<file path="src/llra_pkg.sv">
`timescale 1ns / 1ps
// shared widths, register indexes and control types for the least-loaded row assigner
// no dependencies
package llra_pkg;

  localparam int unsigned FILL_W       = 16;
  localparam int unsigned ITEM_W       = 10;
  localparam int unsigned GAP_W        = 8;
  localparam int unsigned ROW_CNT_W    = 5;
  localparam int unsigned ROW_OUT_W    = 4;
  localparam int unsigned CFG_IDX_W    = 2;
  localparam int unsigned CFG_DATA_W   = 8;
  localparam int unsigned MAX_ROWS_DEF = 16;

  // configuration register indexes
  localparam logic [CFG_IDX_W-1:0] CFG_ROW_COUNT = 2'd0;
  localparam logic [CFG_IDX_W-1:0] CFG_GAP       = 2'd1;

  // control of the shared compare unit
  typedef struct packed {
    logic start;  // open a new scan
    logic take;   // a row fill sample is presented
  } llra_cmp_ctl_t;

endpackage

</file>
<file path="src/least_loaded_row_assigner_core.sv">
`timescale 1ns / 1ps
// least-loaded row assigner: takes one request at a time and stalls new ones until its result
// is committed. Per request: n reads through one ram read port (n = rows in use), the last compare
// on the shared comparator, leaving the scan, an update that waits for a free result slot, idle.
// reset: row_count 1, gap 0, no batch open, all rows unwritten, output slot empty.
// depends on llra_pkg, llra_fill_ram, llra_cmp_unit
module least_loaded_row_assigner_core import llra_pkg::*; #(
  parameter int unsigned MAX_ROWS = MAX_ROWS_DEF
) (
  input  logic                  clk_i,
  input  logic                  rst_ni,
  // configuration writes
  input  logic                  cfg_we_i,
  input  logic [CFG_IDX_W-1:0]  cfg_idx_i,
  input  logic [CFG_DATA_W-1:0] cfg_data_i,
  // request channel
  input  logic                  in_valid_i,
  output logic                  in_stall_o,
  input  logic [ITEM_W-1:0]     item_width_i,
  input  logic                  batch_end_i,
  // result channel
  output logic                  out_valid_o,
  input  logic                  out_stall_i,
  output logic [ROW_OUT_W-1:0]  chosen_row_o,
  output logic [FILL_W-1:0]     widest_fill_o,
  output logic                  final_flag_o
);

  // row address and row counter widths
  localparam int unsigned AW = (MAX_ROWS > 1) ? $clog2(MAX_ROWS) : 1;
  localparam int unsigned CW = $clog2(MAX_ROWS + 1);

  // sequencer states
  localparam logic [1:0] ST_IDLE = 2'd0;
  localparam logic [1:0] ST_SCAN = 2'd1;
  localparam logic [1:0] ST_UPD  = 2'd2;

  logic [1:0] state_q, state_d;

  // configuration registers
  logic [ROW_CNT_W-1:0] row_count_q;
  logic [GAP_W-1:0]     gap_q;

  always_ff @(posedge clk_i or negedge rst_ni) begin
    if (!rst_ni) begin
      row_count_q <= ROW_CNT_W'(1);
      gap_q       <= '0;
    end else if (cfg_we_i) begin
      case (cfg_idx_i)
        CFG_ROW_COUNT: row_count_q <= cfg_data_i[ROW_CNT_W-1:0];
        CFG_GAP:       gap_q       <= cfg_data_i[GAP_W-1:0];
        default: ;  // unknown index: write dropped
      endcase
    end
  end

  // rows in use: zero treated as one, clipped to the row capacity
  logic [CW-1:0] rows_n;
  always_comb begin
    if (32'(row_count_q) > 32'(MAX_ROWS)) begin
      rows_n = CW'(MAX_ROWS);
    end else if (row_count_q == '0) begin
      rows_n = CW'(1);
    end else begin
      rows_n = CW'(row_count_q);
    end
  end

  // request handshake: one request at a time
  logic in_acc;
  assign in_stall_o = (state_q != ST_IDLE);
  assign in_acc     = in_valid_i && !in_stall_o;

  // per-request context
  logic [ITEM_W-1:0] width_q;
  logic              last_q;
  logic [CW-1:0]     n_q;
  logic              batch_open_q;
  logic [GAP_W-1:0]  batch_gap_q;

  // scan sequencing: issue counter and the read in flight
  logic [CW-1:0] rd_cnt_q;
  logic          cmp_pend_q;
  logic [AW-1:0] cmp_idx_q;
  logic          rd_en;
  logic [AW-1:0] rd_addr;

  assign rd_en   = (state_q == ST_SCAN) && (rd_cnt_q < n_q);
  assign rd_addr = rd_cnt_q[AW-1:0];

  // result slot
  logic                 out_valid_q;
  logic [ROW_OUT_W-1:0] chosen_row_q;
  logic [FILL_W-1:0]    widest_fill_q;
  logic                 final_flag_q;
  logic                 slot_free;
  logic                 commit;

  assign slot_free = !out_valid_q || !out_stall_i;
  assign commit    = (state_q == ST_UPD) && slot_free;

  // compare unit and storage hookup
  llra_cmp_ctl_t     cmp_ctl;
  logic [FILL_W-1:0] rd_data;
  logic [AW-1:0]     best_idx;
  logic [FILL_W-1:0] best_fill;
  logic [FILL_W-1:0] max_fill;

  assign cmp_ctl.start = in_acc;
  assign cmp_ctl.take  = (state_q == ST_SCAN) && cmp_pend_q;

  // chosen row fill after the item, saturated
  logic [FILL_W:0]   fill_sum;
  logic [FILL_W-1:0] new_fill;
  logic [FILL_W-1:0] widest;

  assign fill_sum = {1'b0, best_fill} + (FILL_W + 1)'(width_q) + (FILL_W + 1)'(gap_q);
  assign new_fill = fill_sum[FILL_W] ? {FILL_W{1'b1}} : fill_sum[FILL_W-1:0];
  // the chosen row was the minimum, so only it can push the maximum up
  assign widest   = (new_fill > max_fill) ? new_fill : max_fill;

  llra_fill_ram #(
    .DEPTH (MAX_ROWS),
    .AW    (AW)
  ) u_fill_ram (
    .clk_i     (clk_i),
    .rst_ni    (rst_ni),
    .clr_i     (in_acc && !batch_open_q),
    .wr_en_i   (commit),
    .wr_addr_i (best_idx),
    .wr_data_i (new_fill),
    .rd_en_i   (rd_en),
    .rd_addr_i (rd_addr),
    .dflt_i    (FILL_W'(batch_gap_q)),
    .rd_data_o (rd_data)
  );

  llra_cmp_unit #(
    .AW (AW)
  ) u_cmp_unit (
    .clk_i       (clk_i),
    .rst_ni      (rst_ni),
    .ctl_i       (cmp_ctl),
    .idx_i       (cmp_idx_q),
    .fill_i      (rd_data),
    .best_idx_o  (best_idx),
    .best_fill_o (best_fill),
    .max_fill_o  (max_fill)
  );

  // sequencer: idle -> scan every row in use -> update and hand over the result
  always_comb begin
    state_d = state_q;
    case (state_q)
      ST_IDLE: begin
        if (in_acc) begin
          state_d = ST_SCAN;
        end
      end
      ST_SCAN: begin
        if (!rd_en && !cmp_pend_q) begin
          state_d = ST_UPD;
        end
      end
      ST_UPD: begin
        if (slot_free) begin
          state_d = ST_IDLE;
        end
      end
      default: state_d = ST_IDLE;
    endcase
  end

  always_ff @(posedge clk_i or negedge rst_ni) begin
    if (!rst_ni) begin
      state_q      <= ST_IDLE;
      batch_open_q <= 1'b0;
      rd_cnt_q     <= '0;
      cmp_pend_q   <= 1'b0;
      out_valid_q  <= 1'b0;
    end else begin
      state_q <= state_d;
      if (in_acc) begin
        rd_cnt_q   <= '0;
        cmp_pend_q <= 1'b0;
        if (!batch_open_q) begin
          batch_open_q <= 1'b1;
        end
      end else begin
        cmp_pend_q <= rd_en;
        if (rd_en) begin
          rd_cnt_q <= rd_cnt_q + CW'(1);
        end
      end
      // batch closes once its last request is committed
      if (commit && last_q) begin
        batch_open_q <= 1'b0;
      end
      if (commit) begin
        out_valid_q <= 1'b1;
      end else if (!out_stall_i) begin
        out_valid_q <= 1'b0;
      end
    end
  end

  // payload registers
  always_ff @(posedge clk_i) begin
    if (in_acc) begin
      width_q <= item_width_i;
      last_q  <= batch_end_i;
      n_q     <= rows_n;
      if (!batch_open_q) begin
        batch_gap_q <= gap_q;
      end
    end
    if (rd_en) begin
      cmp_idx_q <= rd_addr;
    end
    if (commit) begin
      chosen_row_q  <= ROW_OUT_W'(best_idx);
      widest_fill_q <= last_q ? widest : '0;
      final_flag_q  <= last_q;
    end
  end

  assign out_valid_o   = out_valid_q;
  assign chosen_row_o  = chosen_row_q;
  assign widest_fill_o = widest_fill_q;
  assign final_flag_o  = final_flag_q;

endmodule

</file>
<file path="src/llra_fill_ram.sv">
`timescale 1ns / 1ps
// row fill storage: single-port write, registered read, per-row valid bits
// depends on llra_pkg
module llra_fill_ram import llra_pkg::*; #(
  parameter int unsigned DEPTH = MAX_ROWS_DEF,
  parameter int unsigned AW    = (DEPTH > 1) ? $clog2(DEPTH) : 1
) (
  input  logic              clk_i,
  input  logic              rst_ni,
  input  logic              clr_i,
  input  logic              wr_en_i,
  input  logic [AW-1:0]     wr_addr_i,
  input  logic [FILL_W-1:0] wr_data_i,
  input  logic              rd_en_i,
  input  logic [AW-1:0]     rd_addr_i,
  input  logic [FILL_W-1:0] dflt_i,
  output logic [FILL_W-1:0] rd_data_o
);

  logic [FILL_W-1:0] mem [DEPTH];
  logic [DEPTH-1:0]  valid_q;
  logic [FILL_W-1:0] rd_data_q;

  // a row not written since the batch opened reads as the batch gap
  always_ff @(posedge clk_i or negedge rst_ni) begin
    if (!rst_ni) begin
      valid_q <= '0;
    end else if (clr_i) begin
      valid_q <= '0;
    end else if (wr_en_i) begin
      valid_q[wr_addr_i] <= 1'b1;
    end
  end

  always_ff @(posedge clk_i) begin
    if (wr_en_i) begin
      mem[wr_addr_i] <= wr_data_i;
    end
    if (rd_en_i) begin
      rd_data_q <= valid_q[rd_addr_i] ? mem[rd_addr_i] : dflt_i;
    end
  end

  assign rd_data_o = rd_data_q;

endmodule

</file>
<file path="src/llra_cmp_unit.sv">
`timescale 1ns / 1ps
// shared compare unit: running minimum (lowest index on tie) and maximum
// depends on llra_pkg
module llra_cmp_unit import llra_pkg::*; #(
  parameter int unsigned AW = 4
) (
  input  logic              clk_i,
  input  logic              rst_ni,
  input  llra_cmp_ctl_t     ctl_i,
  input  logic [AW-1:0]     idx_i,
  input  logic [FILL_W-1:0] fill_i,
  output logic [AW-1:0]     best_idx_o,
  output logic [FILL_W-1:0] best_fill_o,
  output logic [FILL_W-1:0] max_fill_o
);

  logic              first_q;
  logic [AW-1:0]     best_idx_q;
  logic [FILL_W-1:0] best_fill_q;
  logic [FILL_W-1:0] max_fill_q;

  always_ff @(posedge clk_i or negedge rst_ni) begin
    if (!rst_ni) begin
      first_q <= 1'b1;
    end else if (ctl_i.start) begin
      first_q <= 1'b1;
    end else if (ctl_i.take) begin
      first_q <= 1'b0;
    end
  end

  // strict compare keeps the earlier (lower) row on a tie
  always_ff @(posedge clk_i) begin
    if (ctl_i.take && !ctl_i.start) begin
      if (first_q || (fill_i < best_fill_q)) begin
        best_fill_q <= fill_i;
        best_idx_q  <= idx_i;
      end
      if (first_q || (fill_i > max_fill_q)) begin
        max_fill_q <= fill_i;
      end
    end
  end

  assign best_idx_o  = best_idx_q;
  assign best_fill_o = best_fill_q;
  assign max_fill_o  = max_fill_q;

endmodule

</file>
<file path="config.mk">
export PLATFORM = sky130hd
export DESIGN_NAME = least_loaded_row_assigner_core
export DESIGN_NICKNAME = d
export VERILOG_FILES = /design/src/llra_pkg.sv /design/src/least_loaded_row_assigner_core.sv /design/src/llra_fill_ram.sv /design/src/llra_cmp_unit.sv
export SDC_FILE = /design/constraint.sdc
export NUM_CORES = 1
export LEC_CHECK = 0
export BUFFER_PORTS_ARGS = -buffer_cell sky130_fd_sc_hd__buf_2
export CAP_MARGIN = 20
export CORE_MARGIN = 4
export CORE_UTILIZATION = 35
export DETAILED_ROUTE_END_ITERATION = 10
export SLEW_MARGIN = 10
export SYNTH_ARGS = -nofsm -noshare
export SYNTH_HDL_FRONTEND = slang
export SYNTH_SLANG_ARGS = --single-unit
export TNS_END_PERCENT = 20
</file>
<file path="constraint.sdc">
create_clock -name clk_i -period 5.5 [get_ports clk_i]
set_input_delay 0.55 -clock clk_i [delete_from_list [all_inputs] [get_ports clk_i]]
set_output_delay 0.55 -clock clk_i [all_outputs]
set_load 0.005 [all_outputs]
</file>
==> results of run 1 <==
[power by group]
part           switching, mW  internal (mW)
Clock                   1.13           1.57
Combinational           3.05           1.84
Sequential             0.358           4.91
Total                   4.54           8.32
[layout by cell type (no fill, tap or decap), types with 4 or more instances in the layout]
master                      instances
sky130_fd_sc_hd__xnor2_1            4
sky130_fd_sc_hd__ha_1              66
sky130_fd_sc_hd__dfrtp_1           36
sky130_fd_sc_hd__xor2_1             5
sky130_fd_sc_hd__nand2_1           30
sky130_fd_sc_hd__edfxtp_1         357
sky130_fd_sc_hd__inv_1             59
sky130_fd_sc_hd__a21oi_1           34
sky130_fd_sc_hd__fa_1               9
sky130_fd_sc_hd__o21ai_0           19
sky130_fd_sc_hd__mux4_2            79
sky130_fd_sc_hd__nand3b_1           5
sky130_fd_sc_hd__clkbuf_16         43
sky130_fd_sc_hd__nand2b_1          12
sky130_fd_sc_hd__mux4_1             5
sky130_fd_sc_hd__clkbuf_1           7
sky130_fd_sc_hd__nor2_2            13
sky130_fd_sc_hd__nand3_1           10
sky130_fd_sc_hd__buf_4             38
sky130_fd_sc_hd__nor3_2             4
sky130_fd_sc_hd__nand4_1            9
sky130_fd_sc_hd__mux2_4             6
sky130_fd_sc_hd__a21o_1            14
sky130_fd_sc_hd__buf_2             48
sky130_fd_sc_hd__mux2_2            16
sky130_fd_sc_hd__nor2_1            59
sky130_fd_sc_hd__nor2b_1            5
sky130_fd_sc_hd__a31oi_1            6
sky130_fd_sc_hd__clkinv_1          10
sky130_fd_sc_hd__and2_1            16
sky130_fd_sc_hd__clkinv_2          10
[cell type report]
cell class / count / area share
Clock inverter: 25 / 0.01023
Tap cell: 615 / 0.03958
Timing Repair Buffer: 86 / 0.02703
Clock buffer: 50 / 0.05670
Multi-Input combinational cell: 474 / 0.2516
Sequential cell: 397 / 0.6033
Inverter: 60 / 0.01158
[sequential cells by signal, indices dropped and copies added, names as in the netlist, 2 cells and up]
name and flops:
batch_gap_q 8, chosen_row_o 4, cmp_idx_q 4, gap_q 8, n_q 5, rd_cnt_q 5, row_count_q 5, state_q 2
u_cmp_unit.best_fill_o 16, u_cmp_unit.best_idx_o 4, u_cmp_unit.max_fill_o 16, u_fill_ram.mem 256, u_fill_ram.rd_data_o 16, u_fill_ram.valid_q 16, widest_fill_o 16, width_q 10
[cells by family (layout without fill, tap and decap cells)]
kind of cell | Yosys count | after routing | synth area share
DFF | 397 | 397 | 0.6916
AOI/OAI and AO/OA | 107 | 107 | 0.04045
muxes | 109 | 109 | 0.1304
and+or+nand+nor | 174 | 174 | 0.04901
buffers and inverters | 87 | 221 | 0.02458
adders and majority gates | 75 | 75 | 0.05934
xor gates and xnor gates | 9 | 9 | 0.004649
[metrics by stage]
| step | worst slack, ps | utilization | hold WS [ps] | instance area [um2] |
|---|---|---|---|---|
| after global routing | -15.70 | 0.4063 | 149.2 | 19440 |
| after detailed placement | 248.3 | 0.3787 | 406.2 | 18120 |
| after CTS | 222.5 | 0.4059 | 139.8 | 19420 |
| after global placement | 305.7 | 0.3787 | 402.9 | 18120 |
| after floorplan | 929.9 | - | 254.4 | 16950 |
| final | 340.5 | 0.4063 | 137.2 | 19440 |
[critical path: cells and delay by family, from the launching register on]
kind / cells / cell delay (ps)
AOI/OAI and AO/OA: 6 / 1430
DFF: 1 / 370
buffers and inverters: 4 / 480
and+or+nand+nor: 6 / 1320
adders and majority gates: 4 / 1350
[metal layers]
metal	up-vias	GRT usage	wire (um)
met5	-	0	0
met4	0	0.03674	705
met3	57	0.02557	1676
met2	185	0.2378	18100
met1	4570	0.1979	16900
li1	3963	-	-
[what timing repair did]
action                     4_1_cts  5_1_grt
resized for setup                0        4
setup endpoints to repair        0       16
hold endpoints to repair         0        0
[worst paths after layout]
| kind | slack (ps) | depth (start not counted) | startpoint | endpoint |
|---|---|---|---|---|
| worst max-delay path | 340 | 20 | gap_q[1] | widest_fill_o[15] |
| worst min-delay path | 140 | 1 | rst_ni | row_count_q[3] |
| worst max register to register | 340 | 20 | gap_q[1] | widest_fill_o[15] |
| worst min register to register | 420 | 0 | cmp_idx_q[0] | u_cmp_unit.best_idx_o[0] |
| max in group asynchronous | 4680 | 1 | rst_ni | rd_cnt_q[0] |
| min in group clk_i | 170 | 1 | item_width_i[1] | width_q[1] |
==> out/metrics.cfg, run 1 <==
[power]
cellLeakagePower_nw = 6.977
power_mw = 12.86
power_density_nw_per_um2 = 661.4
vdd.ir_drop.worst_mv = 0.3191

[routing]
vias_cell = 5.141
routed-via-count = 8775
first_iter_violations = 621
remaining_drc_errors = 0
antenna_violating_nets_post_route = 0
post_drt_wl_per_cell_um = 21.90
routed_wl_um = 37390
drtPass1Iterations = 5

[run_status]
status = finished clean

[layout]
final_cell_count_no_fill = 1707
areaGrowthSynthToFinish_pct = 14.68
combined_area_of_the_multi_input_logic_cells_um2 = 4891
final-seq-area_um2 = 11730
final_layout_size_suffix_gt1_frac = 0.2518
antenna_cells_inserted = 0
layout.nets = 1162
final.fill_count = 4273

[logic_synthesis]
mappedNetlistNets = 1059
ys_top_cells_by_count = sky130_fd_sc_hd__edfxtp_1 (357), sky130_fd_sc_hd__mux4_2 (79), sky130_fd_sc_hd__nor2_1 (72)
cell_types_with_the_largest_area_share_after_synthesis = sky130_fd_sc_hd__edfxtp_1 (63%), sky130_fd_sc_hd__mux4_2 (10%), sky130_fd_sc_hd__dfrtp_1 (5.6%), sky130_fd_sc_hd__ha_1 (4.9%), sky130_fd_sc_hd__nor2_1 (1.6%)
synth_sequential_area_ratio = 0.6916
post_synth_inst_count = 958
synthDominantCellAreaShare = 0.6324
flops_latches_synth = 397
mean_syn_cell_area_um2 = 17.70
edff_count_synth = 357
netlist_area_um2 = 16950
yosys_most_used_dff = sky130_fd_sc_hd__edfxtp_1
synth-warning-count = 0
distinct_cell_type_count_of_the_synthesized_netlist = 61
synth.largest_area_cell = sky130_fd_sc_hd__edfxtp_1
synth_most_common_cell = sky130_fd_sc_hd__edfxtp_1
synth_async_sr_flop_share = 0.1008

[global_routing]
grt_pass1_wl_um = 57130
grt_total_ovfl = 0
grt_start_max_net_pins = 69
number_of_global_route_vias_before_repair = 9206
number_of_antenna_violations_at_the_first_check_in_global_routing = 0
grtUsageTotal = 0.1436

[placement]
place.detailed.instances = 1632
gpl.final_weighted_congestion = 0.8402
dp.final_hpwl_um = 23860
port_buffers = 48

[timing]
timing.final.hold_violations = 0
timing.setup.tns_ps = 0
timing.final.crit_share = 0.9381
setup_viol = 0
timing.final.max_slew_violations = 0
max_clock_skew_ps = 22.12
timing.fmax_ghz = 0.1938
slew_headroom = 0.2896
final_critical_path_required_period_ps = 5160
worstMarginPinSlew_ps = 1066

[clock_tree]
cts_setup_buffers = 0
cts-root-buf = sky130_fd_sc_hd__clkbuf_16
tritoncts = built
cts_hold_repair.buffers = 0
cts_sinks = 397
clock_latency_ps = 560
ctsLongestPathBuffers = 3
clock_pin_slew_on_the_worst_setup_and_hold_paths_ps = 60
tritoncts.num_buffers = 42
ctsHtreeMaxLevel = 2

[critical_path]
worstPathArrival_ps = 5520
timing.critical_path.mode_cell = sky130_fd_sc_hd__inv_1
crit_type = register to register
timing.critical_path.to_type = register
worstPathMaxFanout = 31
critPathRequiredTime_ps = 5860
critical_path.max_stage_delay_ps = 470
timing.critical_path.slowest_stage_cell = sky130_fd_sc_hd__fa_1
startpoint_kind_of_the_worst_setup_timing_path = register
cells_traversed_along_the_worst_timing_path = inv_1 > fa_1 > inv_1 > ha_1 > inv_1 > fa_1 > nand2b_1 > a21oi_1 > o2111ai_1 > a21oi_2 > and4_1 > nor2_2 > ha_1 > nand4_1 > nor4_2 > a21boi_0 > o41a_1 > buf_4 > nand2_1 > o32ai_1

[floorplanning]
floorplan.die.width_um = 228.1
boundaryPins = 49
placeableCoreArea_um2 = 47850
vertical_die_dimension_um = 228.1
die_area_um2 = 52020
placementRows = 80
initial_core_util = 0.3543

[worst_hold_path]
worst_hold_path_type = input pin to asynchronous set/reset pin

[job]
max_cap_violations = 0

Note: power is estimated with default switching activity, not from simulation.
==> inputs of run 2 (changes only) <==
- clock period: 5.5 -> 6.4 ns (I/O delays scaled with it)
==> run 2 against run 1 <==
Against the previous run:
- clock power decreased by 8.1%
- hold slack improved by 110 ps
- worst setup slack improved by 410 ps
- die area unchanged
- count of clock-buffer cells in the layout increased by 9
- largest cell class unchanged
- largest power group unchanged
==> out/metrics.cfg, run 2 (same netlist as run 1, synthesis figures left out) <==
[run_status]
status = finished clean  ; unchanged

[placement]
gpl.final_weighted_congestion = 0.8795  ; was 0.8402
port_buffers = 48  ; unchanged
dp.final_hpwl_um = 23760  ; was 23860 um

[clock_tree]
clock_latency_ps = 550  ; was 560 ps
cts-root-buf = sky130_fd_sc_hd__clkbuf_16  ; unchanged
ctsLongestPathBuffers = 3  ; unchanged
cts_hold_repair.buffers = 0  ; unchanged
tritoncts = built  ; unchanged
clock_pin_slew_on_the_worst_setup_and_hold_paths_ps = 60  ; about the same
cts_sinks = 397  ; unchanged
cts_setup_buffers = 0  ; unchanged
tritoncts.num_buffers = 43  ; was 42
ctsHtreeMaxLevel = 2  ; unchanged
post_cts.resized_instances = 0  ; unchanged

[layout]
layout.nets = 1148  ; was 1162
areaGrowthSynthToFinish_pct = 14.74  ; was 14.68%
final.fill_count = 4268  ; was 4273
most_frequent_standard_cell_in_the_layout_excluding_fill_and_tap_cells = sky130_fd_sc_hd__edfxtp_1  ; unchanged
final_layout_size_suffix_gt1_frac = 0.2431  ; was 0.2518
most_frequent_cells_in_the_layout = sky130_fd_sc_hd__edfxtp_1 (357), sky130_fd_sc_hd__mux4_2 (79), sky130_fd_sc_hd__ha_1 (66)  ; unchanged
largest_register = u_fill_ram.mem  ; unchanged
combined_area_of_the_multi_input_logic_cells_um2 = 4888  ; was 4891 um2
flip_flop_count_of_the_largest_register_after_layout = 256  ; unchanged
final-seq-area_um2 = 11730  ; unchanged
antenna_cells_inserted = 0  ; unchanged

[timing]
max_clock_skew_ps = 22.08  ; was 22.12 ps
timing.fmax_ghz = 0.1769  ; was 0.1938 GHz
timing.final.hold_violations = 0  ; unchanged
worstMarginPinSlew_ps = 1039  ; was 1066 ps
timing.final.crit_share = 0.8833  ; was 0.9381
timing.final.max_slew_violations = 0  ; unchanged
timing.setup.tns_ps = 0  ; unchanged
rsz0062_at_grt = false
setup_viol = 0  ; unchanged
final_critical_path_required_period_ps = 5653  ; was 5160 ps
slew_headroom = 0.3071  ; was 0.2896

[global_routing]
number_of_antenna_violations_at_the_first_check_in_global_routing = 0  ; unchanged
grt_total_ovfl = 0  ; unchanged
grtUsageTotal = 0.1446  ; was 0.1436
grt_start_max_net_pins = 69  ; unchanged
grt_pass1_wl_um = 57660  ; was 57130 um
number_of_global_route_vias_before_repair = 9091  ; was 9206

[floorplanning]
floorplan.die.width_um = 228.1  ; unchanged
vertical_die_dimension_um = 228.1  ; unchanged
placeableCoreArea_um2 = 47850  ; unchanged
initial_core_util = 0.3543  ; unchanged
placementRows = 80  ; unchanged
boundaryPins = 49  ; unchanged
die_area_um2 = 52020  ; unchanged

[power]
cellLeakagePower_nw = 6.957  ; was 6.977 nW
power_mw = 11.08  ; was 12.86 mW
vdd.ir_drop.worst_mv = 0.3112  ; was 0.3191 mV
power_density_nw_per_um2 = 569.4  ; was 661.4 nW/um2

[critical_path]
startpoint_kind_of_the_worst_setup_timing_path = register  ; unchanged
regToRegSetupSlack_ps = 750  ; was 340 ps
worstPathArrival_ps = 6020  ; was 5520 ps
timing.critical_path.to_type = register  ; unchanged
depth_of_the_worst_register_to_register_path = 19  ; was 20
worstPathMaxFanout = 31  ; unchanged
critPathRequiredTime_ps = 6770  ; was 5860 ps
crit_type = register to register  ; unchanged

[routing]
met2_length_um = 18030  ; was 18100 um
routed-via-count = 8794  ; was 8775
vias_cell = 5.182  ; was 5.141
drtPass1Iterations = 4  ; was 5
met1Wirelength_um = 17030  ; was 16900 um
routed_wl_met3_um = 1836  ; was 1676 um
post_drt_wl_per_cell_um = 22.30  ; was 21.90 um
topRoutingLayerUsed = met4  ; unchanged
remaining_drc_errors = 0  ; unchanged
antenna_violating_nets_post_route = 0  ; unchanged
first_iter_violations = 739  ; was 621
routed_wl_um = 37850  ; was 37390 um

[worst_hold_path]
worst_hold_path_type = input pin to asynchronous set/reset pin  ; unchanged

[job]
max_cap_violations = 0  ; unchanged

run 2: cell types whose count changed in the layout (fill, tap and decap cells not counted), sizes merged:
cell | before | now
buf | 86 | 71
clkbuf | 50 | 59
clkinv | 21 | 15
bufinv | 3 | 4
inv | 60 | 61
run 2: final timing paths:
check,from,endpoint
max in group asynchronous,rst_ni,rd_cnt_q[0]
hold / removal,rst_ni,row_count_q[3]
hold reg to reg,cmp_idx_q[0],u_cmp_unit.best_idx_o[0]
min in group clk_i,item_width_i[9],width_q[9]
setup reg to reg,gap_q[1],widest_fill_o[13]
setup / recovery,gap_q[1],widest_fill_o[13]
run 2: metrics by stage:
step / hold WS (ps) / std cells / util / setup WS, ps / instance area [um2]
floorplan: 344.4 / 958 / - / 1830 / 16950
global placement: 401.3 / 1616 / 0.3765 / 404.9 / 18020
detailed placement: 405.7 / 1616 / 0.3765 / 134.4 / 18020
CTS: 240.6 / 1696 / 0.4064 / 160.9 / 19440
global route: 246.6 / 1697 / 0.4065 / 72.69 / 19450
finish: 243.1 / 1697 / 0.4065 / 746.6 / 19450
run 2: worst max-delay path, stage by stage, from the launching register on:
cell	delay [ps]
sky130_fd_sc_hd__dfrtp_1	350
sky130_fd_sc_hd__inv_1	60
sky130_fd_sc_hd__fa_1	470
sky130_fd_sc_hd__inv_1	70
sky130_fd_sc_hd__ha_1	160
sky130_fd_sc_hd__inv_1	50
sky130_fd_sc_hd__fa_1	380
sky130_fd_sc_hd__nand2b_1	180
sky130_fd_sc_hd__a21oi_1	340
sky130_fd_sc_hd__o2111ai_1	220
sky130_fd_sc_hd__a21oi_1	360
sky130_fd_sc_hd__a21oi_1	150
sky130_fd_sc_hd__nor2_1	750
sky130_fd_sc_hd__ha_1	250
sky130_fd_sc_hd__nand4_1	180
sky130_fd_sc_hd__nor4_1	380
sky130_fd_sc_hd__a21boi_0	230
sky130_fd_sc_hd__o41a_2	500
sky130_fd_sc_hd__nand2_1	130
sky130_fd_sc_hd__o32ai_1	260
run 2: power by group:
group	internal (mW)	switching, mW
Combinational	1.44	2.56
Clock	1.48	1.01
Sequential	4.24	0.350
run 2: area by class of cell:
cell class	instances	area share
Sequential cell	397	0.6030
Inverter	60	0.01158
Clock buffer	59	0.06156
Clock inverter	21	0.01177
Timing Repair Buffer	71	0.02123
Tap cell	615	0.03956
Multi-Input combinational cell	474	0.2513
run 2: routing by layer:
metal  global-route usage  vias to the layer above
met5                    0                        -
met4              0.03961                        0
met3              0.02408                       61
met2               0.2340                      219
met1               0.2041                     4582
li1                     -                     3932
